`src/sv/ffba_pkg.sv`:
```
// ----------------------------------------------------------------------------
// ffba_pkg : shared definitions for the first-fit block allocator
// Default sizes, field widths, operation and status codes, controller states.
// ----------------------------------------------------------------------------
package ffba_pkg;

  // default sizing
  localparam int REGIONS_DEF      = 4;
  localparam int PAGE_BYTES_DEF   = 4096;
  localparam int HEADER_BYTES_DEF = 24;
  localparam int BLOCKS_DEF       = 16;

  // fixed field widths
  localparam int THREAD_W   = 2;
  localparam int SIZE_W     = 12;
  localparam int ADDR_W     = 14;
  localparam int STATUS_W   = 2;
  localparam int IN_DATA_W  = 32;
  localparam int OUT_DATA_W = 16;

  // operation codes
  localparam logic OP_ALLOC = 1'b0;
  localparam logic OP_FREE  = 1'b1;

  // result status codes
  typedef enum logic [STATUS_W-1:0] {
    ST_OK      = 2'd0,
    ST_NOFIT   = 2'd1,
    ST_UNKNOWN = 2'd2
  } status_t;

  // controller states
  typedef enum logic [2:0] {
    S_IDLE,
    S_WALK,
    S_FSCAN,
    S_SPLIT,
    S_RESP
  } state_t;

endpackage

```
`src/sv/ffba_region_map.sv`:
```
// ----------------------------------------------------------------------------
// ffba_region_map : data address to region decode
// Finds the page region of a free address and its offset inside the page.
// ----------------------------------------------------------------------------
module ffba_region_map
  import ffba_pkg::*;
#(
  parameter int REGIONS    = REGIONS_DEF,
  parameter int PAGE_BYTES = PAGE_BYTES_DEF,
  parameter int REG_W      = 2
) (
  input  logic [ADDR_W-1:0] addr,
  output logic              hit,
  output logic [REG_W-1:0]  region,
  output logic [ADDR_W-1:0] rel
);

  int idx;
  int a;

  // compare against each page boundary
  always_comb begin
    a   = int'(addr);
    idx = 0;
    for (int r = 1; r < REGIONS; r++) begin
      if (a >= r * PAGE_BYTES) begin
        idx = r;
      end
    end
    hit    = (a < REGIONS * PAGE_BYTES);
    region = REG_W'(idx);
    rel    = ADDR_W'(a - idx * PAGE_BYTES);
  end

endmodule

```
`src/sv/first_fit_block_allocator_unit.sv`:
```
// ----------------------------------------------------------------------------
// first_fit_block_allocator_unit : first-fit allocator over per-thread pages
// Block table in one synchronous memory, walked one entry per cycle.
// ----------------------------------------------------------------------------
//  channel | dir | tdata (low bit up)                              | tuser
//  in_     | in  | thread[1:0] request_size[13:2] release_addr[27:14] | operation
//  out_    | out | data_address[13:0]                              | status
//
//  allocate: walks up to BLOCKS_PER_REGION list entries, plus a split step when
//  a block is split; the memory read port sets the walk pace
//  free: scans the table entries in the address's region
//  one item in flight; the next beat is taken while a result waits in the
//  output register, a stalled result holds the controller in its last state
//  reset is synchronous; the table needs no clearing pass
// ----------------------------------------------------------------------------
module first_fit_block_allocator_unit
  import ffba_pkg::*;
#(
  parameter int REGIONS           = REGIONS_DEF,
  parameter int PAGE_BYTES        = PAGE_BYTES_DEF,
  parameter int HEADER_BYTES      = HEADER_BYTES_DEF,
  parameter int BLOCKS_PER_REGION = BLOCKS_DEF
) (
  input  logic                  clk,
  input  logic                  rst_n,
  input  logic                  in_tvalid,
  output logic                  in_tready,
  input  logic [IN_DATA_W-1:0]  in_tdata,   // thread, request_size, release_address
  input  logic                  in_tuser,   // operation
  output logic                  out_tvalid,
  input  logic                  out_tready,
  output logic [OUT_DATA_W-1:0] out_tdata,  // data_address, zero fill
  output logic [STATUS_W-1:0]   out_tuser   // status
);

  localparam int ENTRIES = REGIONS * BLOCKS_PER_REGION;
  localparam int IDX_W   = $clog2(ENTRIES);
  localparam int LW      = $clog2(BLOCKS_PER_REGION + 1);
  localparam int OFS_W   = $clog2(PAGE_BYTES);
  localparam int REG_W   = (REGIONS > 1) ? $clog2(REGIONS) : 1;

  typedef struct packed {
    logic [OFS_W-1:0] ofs;
    logic [OFS_W-1:0] size;
    logic             free;
    logic [LW-1:0]    next;
  } entry_t;

  function automatic logic [ENTRIES-1:0] head_mask();
    logic [ENTRIES-1:0] m;
    m = '0;
    for (int r = 0; r < REGIONS; r++) begin
      m[r * BLOCKS_PER_REGION] = 1'b1;
    end
    return m;
  endfunction

  function automatic logic [IDX_W-1:0] ent_idx(input logic [REG_W-1:0] rg,
                                               input int loc);
    return IDX_W'(int'(rg) * BLOCKS_PER_REGION + loc);
  endfunction

  // input fields
  logic [THREAD_W-1:0] in_thread;
  logic [SIZE_W-1:0]   in_size;
  logic [ADDR_W-1:0]   in_addr;
  assign in_thread = in_tdata[THREAD_W-1:0];
  assign in_size   = in_tdata[THREAD_W+SIZE_W-1:THREAD_W];
  assign in_addr   = in_tdata[THREAD_W+SIZE_W+ADDR_W-1:THREAD_W+SIZE_W];

  // registers
  state_t              state_r, state_nxt;
  logic [REG_W-1:0]    reg_r, reg_nxt;
  logic [SIZE_W-1:0]   want_r, want_nxt;
  logic [ADDR_W-1:0]   rel_r, rel_nxt;
  logic [LW-1:0]       cur_r, cur_nxt;
  logic [LW-1:0]       steps_r, steps_nxt;
  logic [ENTRIES-1:0]  in_use_r, in_use_nxt;
  logic [REGIONS-1:0]  head_wr_r, head_wr_nxt;
  logic [ADDR_W-1:0]   res_addr_r, res_addr_nxt;
  status_t             res_st_r, res_st_nxt;
  entry_t              split_ent_r, split_ent_nxt;
  logic [IDX_W-1:0]    split_idx_r, split_idx_nxt;
  logic                out_valid_r, out_valid_nxt;
  logic [ADDR_W-1:0]   out_addr_r, out_addr_nxt;
  status_t             out_st_r, out_st_nxt;

  // block table
  entry_t              mem [ENTRIES];
  entry_t              mem_q;
  logic                rd_en, wr_en;
  logic [IDX_W-1:0]    rd_addr, wr_addr;
  entry_t              wr_data;

  // free address decode
  logic                map_hit;
  logic [REG_W-1:0]    map_region;
  logic [ADDR_W-1:0]   map_rel;

  ffba_region_map #(
    .REGIONS    (REGIONS),
    .PAGE_BYTES (PAGE_BYTES),
    .REG_W      (REG_W)
  ) u_map (
    .addr   (in_addr),
    .hit    (map_hit),
    .region (map_region),
    .rel    (map_rel)
  );

  // current entry, untouched heads read as their reset value
  entry_t           ent;
  logic [IDX_W-1:0] cur_idx;
  logic             cur_used;
  always_comb begin
    ent = mem_q;
    if (cur_r == '0 && !head_wr_r[reg_r]) begin
      ent.ofs  = '0;
      ent.size = OFS_W'(PAGE_BYTES - HEADER_BYTES);
      ent.free = 1'b1;
      ent.next = LW'(BLOCKS_PER_REGION);
    end
    cur_idx  = ent_idx(reg_r, int'(cur_r));
    cur_used = in_use_r[cur_idx];
  end

  // lowest spare entry of the region
  logic          sp_found;
  logic [LW-1:0] sp_k;
  always_comb begin
    sp_found = 1'b0;
    sp_k     = '0;
    for (int k = 0; k < BLOCKS_PER_REGION; k++) begin
      if (!sp_found && !in_use_r[ent_idx(reg_r, k)]) begin
        sp_found = 1'b1;
        sp_k     = LW'(k);
      end
    end
  end

  // walk and match terms
  int   left;
  logic fit, do_split, walk_end, free_match, thread_ok, load_out;
  always_comb begin
    left       = int'(ent.size) - int'(want_r);
    fit        = cur_used && ent.free && (int'(ent.size) >= int'(want_r));
    do_split   = (left > HEADER_BYTES) && sp_found;
    walk_end   = (int'(steps_r) + 1 >= BLOCKS_PER_REGION) ||
                 (int'(ent.next) >= BLOCKS_PER_REGION);
    free_match = cur_used && (int'(ent.ofs) + HEADER_BYTES == int'(rel_r));
    thread_ok  = int'(in_thread) < REGIONS;
    load_out   = (state_r == S_RESP) && (!out_valid_r || out_tready);
  end

  // next state
  always_comb begin
    state_nxt = state_r;
    case (state_r)
      S_IDLE: begin
        if (in_tvalid) begin
          if (in_tuser == OP_ALLOC) begin
            state_nxt = thread_ok ? S_WALK : S_RESP;
          end else begin
            state_nxt = map_hit ? S_FSCAN : S_RESP;
          end
        end
      end
      S_WALK: begin
        if (fit) begin
          state_nxt = do_split ? S_SPLIT : S_RESP;
        end else if (walk_end) begin
          state_nxt = S_RESP;
        end
      end
      S_FSCAN: begin
        if (free_match || int'(cur_r) == BLOCKS_PER_REGION - 1) begin
          state_nxt = S_RESP;
        end
      end
      S_SPLIT: state_nxt = S_RESP;
      S_RESP:  if (load_out) state_nxt = S_IDLE;
      default: state_nxt = S_IDLE;
    endcase
  end

  // datapath and memory control
  always_comb begin
    reg_nxt       = reg_r;
    want_nxt      = want_r;
    rel_nxt       = rel_r;
    cur_nxt       = cur_r;
    steps_nxt     = steps_r;
    in_use_nxt    = in_use_r;
    head_wr_nxt   = head_wr_r;
    res_addr_nxt  = res_addr_r;
    res_st_nxt    = res_st_r;
    split_ent_nxt = split_ent_r;
    split_idx_nxt = split_idx_r;
    rd_en         = 1'b0;
    rd_addr       = '0;
    wr_en         = 1'b0;
    wr_addr       = cur_idx;
    wr_data       = ent;
    in_tready     = (state_r == S_IDLE);
    case (state_r)
      S_IDLE: begin
        if (in_tvalid) begin
          want_nxt     = in_size;
          rel_nxt      = map_rel;
          cur_nxt      = '0;
          steps_nxt    = '0;
          res_addr_nxt = '0;
          if (in_tuser == OP_ALLOC) begin
            reg_nxt    = REG_W'(int'(in_thread));
            res_st_nxt = ST_NOFIT;
            rd_en      = thread_ok;
            rd_addr    = ent_idx(REG_W'(int'(in_thread)), 0);
          end else begin
            reg_nxt    = map_region;
            res_st_nxt = ST_UNKNOWN;
            rd_en      = map_hit;
            rd_addr    = ent_idx(map_region, 0);
          end
        end
      end
      S_WALK: begin
        if (fit) begin
          // take the block, shrink it when the rest is split off
          wr_en        = 1'b1;
          wr_data.free = 1'b0;
          if (do_split) begin
            wr_data.size = OFS_W'(int'(want_r));
            wr_data.next = sp_k;
          end
          if (cur_r == '0) head_wr_nxt[reg_r] = 1'b1;
          split_idx_nxt      = ent_idx(reg_r, int'(sp_k));
          split_ent_nxt.ofs  = OFS_W'(int'(ent.ofs) + HEADER_BYTES + int'(want_r));
          split_ent_nxt.size = OFS_W'(left - HEADER_BYTES);
          split_ent_nxt.free = 1'b1;
          split_ent_nxt.next = ent.next;
          res_st_nxt   = ST_OK;
          res_addr_nxt = ADDR_W'(int'(reg_r) * PAGE_BYTES + int'(ent.ofs) + HEADER_BYTES);
        end else if (!walk_end) begin
          rd_en     = 1'b1;
          rd_addr   = ent_idx(reg_r, int'(ent.next));
          cur_nxt   = ent.next;
          steps_nxt = steps_r + 1'b1;
        end
      end
      S_FSCAN: begin
        if (free_match) begin
          wr_en        = 1'b1;
          wr_data.free = 1'b1;
          if (cur_r == '0) head_wr_nxt[reg_r] = 1'b1;
          res_st_nxt   = ST_OK;
        end else if (int'(cur_r) != BLOCKS_PER_REGION - 1) begin
          rd_en   = 1'b1;
          rd_addr = ent_idx(reg_r, int'(cur_r) + 1);
          cur_nxt = cur_r + 1'b1;
        end
      end
      S_SPLIT: begin
        // link in the new free remainder
        wr_en                   = 1'b1;
        wr_addr                 = split_idx_r;
        wr_data                 = split_ent_r;
        in_use_nxt[split_idx_r] = 1'b1;
      end
      S_RESP: begin
      end
      default: begin
      end
    endcase
  end

  // output register
  always_comb begin
    out_valid_nxt = (out_valid_r && !out_tready) || load_out;
    out_addr_nxt  = load_out ? res_addr_r : out_addr_r;
    out_st_nxt    = load_out ? res_st_r : out_st_r;
  end

  assign out_tvalid = out_valid_r;
  assign out_tdata  = OUT_DATA_W'(out_addr_r);
  assign out_tuser  = out_st_r;

  // table memory
  always_ff @(posedge clk) begin
    if (wr_en) begin
      mem[wr_addr] <= wr_data;
    end
    if (rd_en) begin
      mem_q <= mem[rd_addr];
    end
  end

  // control registers
  always_ff @(posedge clk) begin
    if (!rst_n) begin
      state_r     <= S_IDLE;
      in_use_r    <= head_mask();
      head_wr_r   <= '0;
      out_valid_r <= 1'b0;
    end else begin
      state_r     <= state_nxt;
      in_use_r    <= in_use_nxt;
      head_wr_r   <= head_wr_nxt;
      out_valid_r <= out_valid_nxt;
    end
  end

  // payload registers
  always_ff @(posedge clk) begin
    reg_r       <= reg_nxt;
    want_r      <= want_nxt;
    rel_r       <= rel_nxt;
    cur_r       <= cur_nxt;
    steps_r     <= steps_nxt;
    res_addr_r  <= res_addr_nxt;
    res_st_r    <= res_st_nxt;
    split_ent_r <= split_ent_nxt;
    split_idx_r <= split_idx_nxt;
    out_addr_r  <= out_addr_nxt;
    out_st_r    <= out_st_nxt;
  end

endmodule

```
`config.mk`:
```
export PLATFORM = sky130hd
export DESIGN_NAME = first_fit_block_allocator_unit
export DESIGN_NICKNAME = d
export VERILOG_FILES = /design/src/sv/ffba_pkg.sv /design/src/sv/ffba_region_map.sv /design/src/sv/first_fit_block_allocator_unit.sv
export SDC_FILE = /design/constraint.sdc
export NUM_CORES = 2
export LEC_CHECK = 0
export BUFFER_PORTS_ARGS = -buffer_cell sky130_fd_sc_hd__buf_2
export CAP_MARGIN = 30
export CORE_MARGIN = 2
export CORE_UTILIZATION = 65
export CTS_BUF_LIST = sky130_fd_sc_hd__clkbuf_4
export DETAILED_ROUTE_END_ITERATION = 16
export PLACE_DENSITY = 0.81
export SKIP_LAST_GASP = 1
export SYNTH_ARGS = -nofsm -noshare
export SYNTH_HDL_FRONTEND = slang
export SYNTH_SLANG_ARGS = --single-unit
```
`constraint.sdc`:
```
create_clock -name clk -period 18.4 [get_ports clk]
set_input_delay 0.92 -clock clk [delete_from_list [all_inputs] [get_ports clk]]
set_output_delay 0.92 -clock clk [all_outputs]
set_load 0.005 [all_outputs]
```
=== Word-level counts from Yosys, hierarchy flattened ===
Memory sizes are Yosys's and may differ from the RTL's. A register that Yosys moved wholly into a read port is not among the register bits.
Index checks and enable logic that the tools add are counted.

* $add $sub $neg: 30
* Magnitude comparators: 28
* Equality and inequality tests: 17
* Muxes and demuxes: 132
* Bitwise gates (word level): 2
* Reductions and logical operators: 73

{| class="wikitable"
|+ Operators by type and width
! kind !! count
|-
| 6-bit by 7-bit < comparator with 1-bit output (second input constant) || 18
|-
| 5-bit two-way mux || 22
|-
| 1-bit binary-select mux with 6-bit select || 16
|-
| 64-bit OR || 1
|-
| 6-bit by 4-bit adder with 6-bit output (second input constant) || 8
|-
| 1-bit two-way mux || 48
|-
| 6-bit two-way mux || 7
|-
| 1-bit zero test || 32
|-
| 30-bit two-way mux || 1
|-
| 14-bit >= comparator (second input constant) || 2
|-
| 14-bit two-way mux || 2
|-
| 14-bit case mux with 2 select lines || 1
|-
| 6-bit by 3-bit adder with 6-bit output (second input constant) || 4
|-
| 1-bit logical AND || 24
|-
| 12-bit two-way mux || 2
|-
| 12-bit case mux with 2 select lines || 1
|-
| 5-bit case mux with 2 select lines || 2
|-
| 6-bit by 5-bit adder with 6-bit output || 3
|-
| 18-bit two-way mux || 1
|-
| 3-bit two-way mux || 6
|-
| 2-bit inequality test (second input constant) || 9
|-
| 6-bit case mux with 3 select lines || 1
|-
| 2-bit two-way mux || 8
|-
| 3-bit case mux with 5 select lines || 1
|-
| other kinds (45) || 62
|}

* Register bits: 177
* Bits in writable memories: 1,920
* Logic and storage cells: 300
* Memories kept: 1

{| class="wikitable"
|+ Memories
! memory !! depth !! bits a word !! rd ports !! clocked after Yosys merged registers in !! write ports !! line !! text
|-
| mem || 64 || 30 || 1 || 1 || 1 || first_fit_block_allocator_unit.sv:89 || <nowiki>entry_t mem [ENTRIES];</nowiki>
|}

=== Depth between registers and ports, before layout ===
* Depth in word-level cells: 52
* Mapped depth: 31
* Mapped depth without buffers: 19

=== Hierarchy ===
A second synthesis with hierarchy kept.

* Cell total of the unflattened synthesis: 5,718
* Area, all modules: 86,964.7 um^2

{| class="wikitable"
|+ Modules (own cells, without submodules)
! module !! times used !! cells each !! area an instance (um^2)
|-
| first_fit_block_allocator_unit || 1 || 5,698 || 86,832.0
|-
| ffba_region_map || 1 || 20 || 132.6
|}

=== Worst setup path after synthesis ===
Ideal clock, no wire load.

* Kind: register to register
* Start point: register cur_r[0]
* End point: memory mem[0][0] (netlist name) (data pin)
* Library setup time: 0.702 ns
* Arrival: 7.962 ns
* Setup slack: 9.736 ns
* Stages on the path, launching flop included: 28
* Period minus slack after synthesis: 8.664 ns
* Path through: edfxtp_1 buf_2 buf_4 buf_4 inv_1 ha_1 or4b_1 buf_2 or2_1 buf_6 buf_2 buf_1 nand2_1 ha_1 inv_1 ha_1 o21ai_0 a21boi_0 or3_1 a31oi_1 xnor2_1 nand2_1 o41a_1 a2111oi_2 nor3_1 clkbuf_1 mux2_2 o21ai_0

{| class="wikitable"
|+ RTL lines
! what !! line !! text
|-
| from (decl) || first_fit_block_allocator_unit.sv:76 || <nowiki>logic [LW-1:0] cur_r, cur_nxt;</nowiki>
|-
| from (signal assigned) || first_fit_block_allocator_unit.sv:317 || <nowiki>cur_r <= cur_nxt;</nowiki>
|-
| to (decl) || first_fit_block_allocator_unit.sv:89 ||
|}

=== Worst setup path in the final report ===
* Start point: register cur_r[1]
* End point: register mem_q[9] (netlist name)

* Cells in the longest elaborated chain, start to end: 8
* Elaborated cells on any way between the ends: 28
* Classes of those cells: add/sub (5); order compare (2); eq/ne (2); mux (13); reduce/logical (6)

{| class="wikitable"
|+ RTL lines
! what !! line !! text
|-
| 5-bit zero test || first_fit_block_allocator_unit.sv:117 || <nowiki>if (cur_r == '0 && !head_wr_r[reg_r]) begin</nowiki>
|-
| 1-bit logical AND || first_fit_block_allocator_unit.sv:117 ||
|-
| 30-bit two-way mux || first_fit_block_allocator_unit.sv:117 ||
|-
| 12-bit by 5-bit adder with 13-bit output or 5-bit >= comparator (tied branches) || -- ||
|-
| 13-bit by 14-bit equality test with 1-bit output or 1-bit logical OR (tied branches) || first_fit_block_allocator_unit.sv:150, first_fit_block_allocator_unit.sv:148 ||
|-
| 1-bit logical AND (tied with other cells) || first_fit_block_allocator_unit.sv:150 || <nowiki>free_match = cur_used && (int'(ent.ofs) + HEADER_BYTES == int'(rel_r));</nowiki>
|-
| 6-bit two-way mux (tied with other cells) || first_fit_block_allocator_unit.sv:251 || <nowiki>if (free_match) begin</nowiki>
|-
| 6-bit case mux with 3 select lines or 1-bit case mux with 3 select lines (tied branches) || first_fit_block_allocator_unit.sv:205 || <nowiki>case (state_r)</nowiki>
|}

Parallel ways exist; a longest one is shown, timed or not. The select of a mux whose other input is x is not followed.
A chain may end at the register's enable or synchronous reset.

==> tab_implementation.tex <==
\begin{tabular}{lr}
\hline
Metric & Value \\
\hline
\multicolumn{2}{l}{\textbf{Drt}} \\
\quad Antenna violation net count after detailed routing & 0 \\
\quad Average wire per standard cell & 27.4 um \\
\quad Total routed wirelength & 240000 um \\
\quad Drt drc & 0 \\
\quad 1st-iter DRT viols & 8864 \\
\quad Vias after detailed routing & 57400 \\
\quad Vias per cell & 6.56 \\
\quad Number of detailed-routing iterations run before antenna repair & 9 \\
\multicolumn{2}{l}{\textbf{Setup path}} \\
\quad Critical path launch point type & flop \\
\quad Setup crit end kind & flop \\
\quad Required time reported for the critical path endpoint & 19470 ps \\
\quad Worst-path fanout max & 154 \\
\quad Worst Reg-to-Reg Cells & 22 \\
\quad Data arrival time of the critical path & 10550 ps \\
\quad Critical path start-end classification & reg2reg \\
\multicolumn{2}{l}{\textbf{Timing}} \\
\quad Time the final worst path needs with I/O delays and setup & 9480 ps \\
\quad Final worst clock skew & 103 ps \\
\quad Fin. max-slew vios & 0 \\
\quad Remaining max-slew budget at the tightest pin & 0.194 \\
\quad Number of endpoints with negative hold slack in the final report & 0 \\
\quad Slew at the pin closest to its max-slew limit & 1200 ps \\
\quad Total Negative Setup Slacks & 0 ps \\
\quad Final setup vio count & 0 \\
\quad Max Fclk & 105 MHz \\
\quad Period utilisation layout & 0.515 \\
\quad Unrepaired setup endpoints after global routing & false \\
\multicolumn{2}{l}{\textbf{Yosys}} \\
\quad Register area share after synthesis & 0.728 \\
\quad Area of the mapped netlist & 0.0867 mm\^{}2 \\
\quad Number of distinct library cell variants in the gate-level netlist after synthesis & 92 \\
\quad Area contributors post-synth & sky130\_fd\_sc\_hd\_\_edfxtp\_1 71\%, sky130\_fd\_sc\_hd\_\_mux2i\_1 6.3\%, sky130\_fd\_sc\_hd\_\_nand2\_1 5.0\% \\
\quad Post-synth EDFFs & 2055 \\
\quad Share of flip-flops with an asynchronous set or reset after synthesis & 0 \\
\quad Number of instances in the synthesized netlist & 6207 \\
\quad YS warnings & 0 \\
\quad Post-synthesis area per instance & 14.0 um\^{}2 \\
\quad Post-synth top flop & sky130\_fd\_sc\_hd\_\_edfxtp\_1 \\
\quad Number of flip-flops and latches in the synthesized netlist & 2127 \\
\quad Area share of the leading cell type in the synthesized netlist & 0.712 \\
\quad Library cell occupying the most area in the post-synthesis netlist & sky130\_fd\_sc\_hd\_\_edfxtp\_1 \\
\multicolumn{2}{l}{\textbf{Floorplan}} \\
\quad Horizontal extent of the die & 369 um \\
\quad Die Footprint & 0.136 mm\^{}2 \\
\quad Rows & 134 \\
\quad Starting density of the core & 0.652 \\
\quad Top Ports & 57 \\
\quad Vert. Die Dim & 369 um \\
\quad Core ar. & 0.133 mm\^{}2 \\
\multicolumn{2}{l}{\textbf{Placement}} \\
\quad Placer's final routability congestion estimate & 0.936 \\
\quad Count of input and output buffers & 50 \\
\quad Detailed Place HPWL & 135000 um \\
\quad Count of placed standard cells including taps & 7837 \\
\multicolumn{2}{l}{\textbf{Finish}} \\
\quad Area added between synthesis and finish & 11.7\% \\
\quad Layout Nets & 6711 \\
\quad Most common cell after layout, fill and taps aside & sky130\_fd\_sc\_hd\_\_edfxtp\_1 \\
\quad Fraction of layout instances using a drive strength above 1 & 0.174 \\
\quad Commonest cells after routing, fill and taps aside & 2055 x sky130\_fd\_sc\_hd\_\_edfxtp\_1, 1156 x sky130\_fd\_sc\_hd\_\_nand2\_1, 756 x sky130\_fd\_sc\_hd\_\_clkbuf\_4 \\
\quad Cell Count, Final, Fillers Out & 8744 \\
\quad Final core utilization & 0.728 \\
\multicolumn{2}{l}{\textbf{Outcome}} \\
\quad Result of the run & completed \\
\multicolumn{2}{l}{\textbf{Worst hold path}} \\
\quad Path class of the lowest-slack min-delay path & in2reg \\
\quad Hold path depth & 5 \\
\multicolumn{2}{l}{\textbf{Clock network}} \\
\quad Total setup buffers inserted after CTS & 0 \\
\quad Clock tree from TritonCTS & built \\
\quad Number of buffers added to fix hold violations after cts & 32 \\
\quad Sink count of the clock tree & 2127 \\
\quad TritonCTS Buffers & 536 \\
\quad Buffers from clock root to sink, at most & 4 \\
\quad Post\_cts resized & 0 \\
\quad Clock transition at the register clock pins on the worst setup and hold paths after CTS & 70 ps \\
\quad Buffer type at the clock tree root & sky130\_fd\_sc\_hd\_\_clkbuf\_4 \\
\quad H-tree lvl count & 6 \\
\quad Clock latency of the later-clocked register in the worst-skew pair & 1370 ps \\
\multicolumn{2}{l}{\textbf{Run}} \\
\quad Number of maximum-capacitance violations & 0 \\
\multicolumn{2}{l}{\textbf{Pwr}} \\
\quad Max VDD drop & 0.000163 V \\
\quad LEAKAGE & 35.1 nW \\
\quad PwrDens & 170 mW/mm\^{}2 \\
\multicolumn{2}{l}{\textbf{Global routing}} \\
\quad Initial antenna violation count & 15 \\
\quad Global-route usage over all layers & 0.350 \\
\quad Maximum number of pins on one net before global-route repair & 155 \\
\quad Wire length of the first global-routing pass & 347000 um \\
\quad Total gr overflow & 0 \\
\quad Via count of the first global-routing pass & 55900 \\
\hline
\end{tabular}
cells in the mapped netlist (all sizes together) (12+ instances only):
cell type and instances:
nor4 44, nand4 38, ha 30, o21ai 134, nand2 1163, nor3 29
edfxtp 2055, a32oi 19, or4 26, mux2i 544, a21oi 305, mux4 31
nor2 315, or3 12, o211ai 31, and2 15, o22ai 171, a22oi 30
dfxtp 72, xnor2 30, a31oi 60, o2111ai 14, clkbuf 166, nand3 411
inv 58, xor2 18, a21o 13, nand2b 19, buf 208
metrics by stage:
step / hold WS (ps) / cell area, um^2 / worst slack, ps / power, W
5_1_grt: 81.5 / 96800 / 8590 / 0.0170
2_1_floorplan: 400 / 86700 / 9740 / 0.0103
6_report: 133 / 96800 / 8920 / 0.0165
3_5_place_dp: 405 / 90100 / 9250 / 0.0125
4_1_cts: 31.1 / 96700 / 9210 / 0.0162
3_3_place_gp: 401 / 89500 / 9330 / 0.0123
area by class of cell:
| class | count | area [um^2] |
|---|---|---|
| Fill cell | 7881 | 36100 |
| Antenna cell | 17 | 42.5 |
| Clock inverter | 100 | 636 |
| Multi-Input combinational cell | 3647 | 22400 |
| Timing Repair Buffer | 271 | 2450 |
| Sequential cell | 2127 | 63200 |
| Tap cell | 1768 | 2210 |
| Clock buffer | 754 | 5660 |
| Inverter | 60 | 225 |
flip-flops by register name, indices dropped and copies added, names as in the netlist, 3 cells and up:
| name | cells |
|---|---|
| mem | 1920 |
| in_use_r | 64 |
| mem_q | 30 |
| split_ent_r | 29 |
| out_addr_r | 14 |
| rel_r | 14 |
| res_addr_r | 14 |
| want_r | 12 |
| split_idx_r | 6 |
| cur_r | 5 |
| steps_r | 5 |
| head_wr_r | 4 |
| state_r | 3 |
logic make-up (layout without fill, tap and decap cells):
group           Yosys count  after routing  synth area share
flops                  2127           2127             0.728
simple gates           2122           2122             0.106
compound gates          856            856            0.0609
mux                     586            586            0.0723
buf+inv                 434           1185            0.0226
xor+xnor                 49             49           0.00511
fa+ha+maj                32             32           0.00468
other cells               1             19         0.0000433
worst paths after layout:
| check | slack [ps] | from | endpoint |
|---|---|---|---|
| setup / recovery | 8920 | cur_r[1] | mem_q[9] |
| hold / removal | 130 | in_tvalid | state_r[1] |
| setup reg to reg | 8920 | cur_r[1] | mem_q[9] |
| hold reg to reg | 410 | res_addr_r[3] | out_addr_r[3] |
power breakdown:
group	internal (W)	total, W	switching (W)	leakage, nW
sequential	0.00666	0.00680	0.000147	19.1
clock	0.00200	0.00379	0.00180	3.79
combinational	0.00150	0.00586	0.00435	12.2
critical path, stage by stage, from the launching register on:
cell	delay, ps
sky130_fd_sc_hd__edfxtp_1	380
sky130_fd_sc_hd__buf_4	250
sky130_fd_sc_hd__inv_1	180
sky130_fd_sc_hd__ha_1	170
sky130_fd_sc_hd__or4b_1	620
sky130_fd_sc_hd__or2_1	400
sky130_fd_sc_hd__nand2_1	210
sky130_fd_sc_hd__ha_1	420
sky130_fd_sc_hd__nand3b_1	290
sky130_fd_sc_hd__xor2_1	360
sky130_fd_sc_hd__mux2i_1	260
sky130_fd_sc_hd__a21oi_1	120
sky130_fd_sc_hd__nor3_2	220
sky130_fd_sc_hd__nand4_2	390
sky130_fd_sc_hd__a22oi_2	410
sky130_fd_sc_hd__buf_12	650
sky130_fd_sc_hd__buf_4	900
sky130_fd_sc_hd__buf_4	920
sky130_fd_sc_hd__mux2i_1	290
sky130_fd_sc_hd__mux2i_1	120
sky130_fd_sc_hd__a22oi_1	440
sky130_fd_sc_hd__o22ai_1	420
sky130_fd_sc_hd__or4_1	520
layer usage:
layer | up-vias | part of all wire | global-route usage
met4 | 8 | 0.065 | 0.217
met1 | 27700 | 0.34 | 0.434
met5 | - | 0.00021 | 0
met2 | 4355 | 0.46 | 0.536
li1 | 24500 | - | -
met3 | 848 | 0.14 | 0.114
Note: power is estimated with default switching activity, not from simulation.
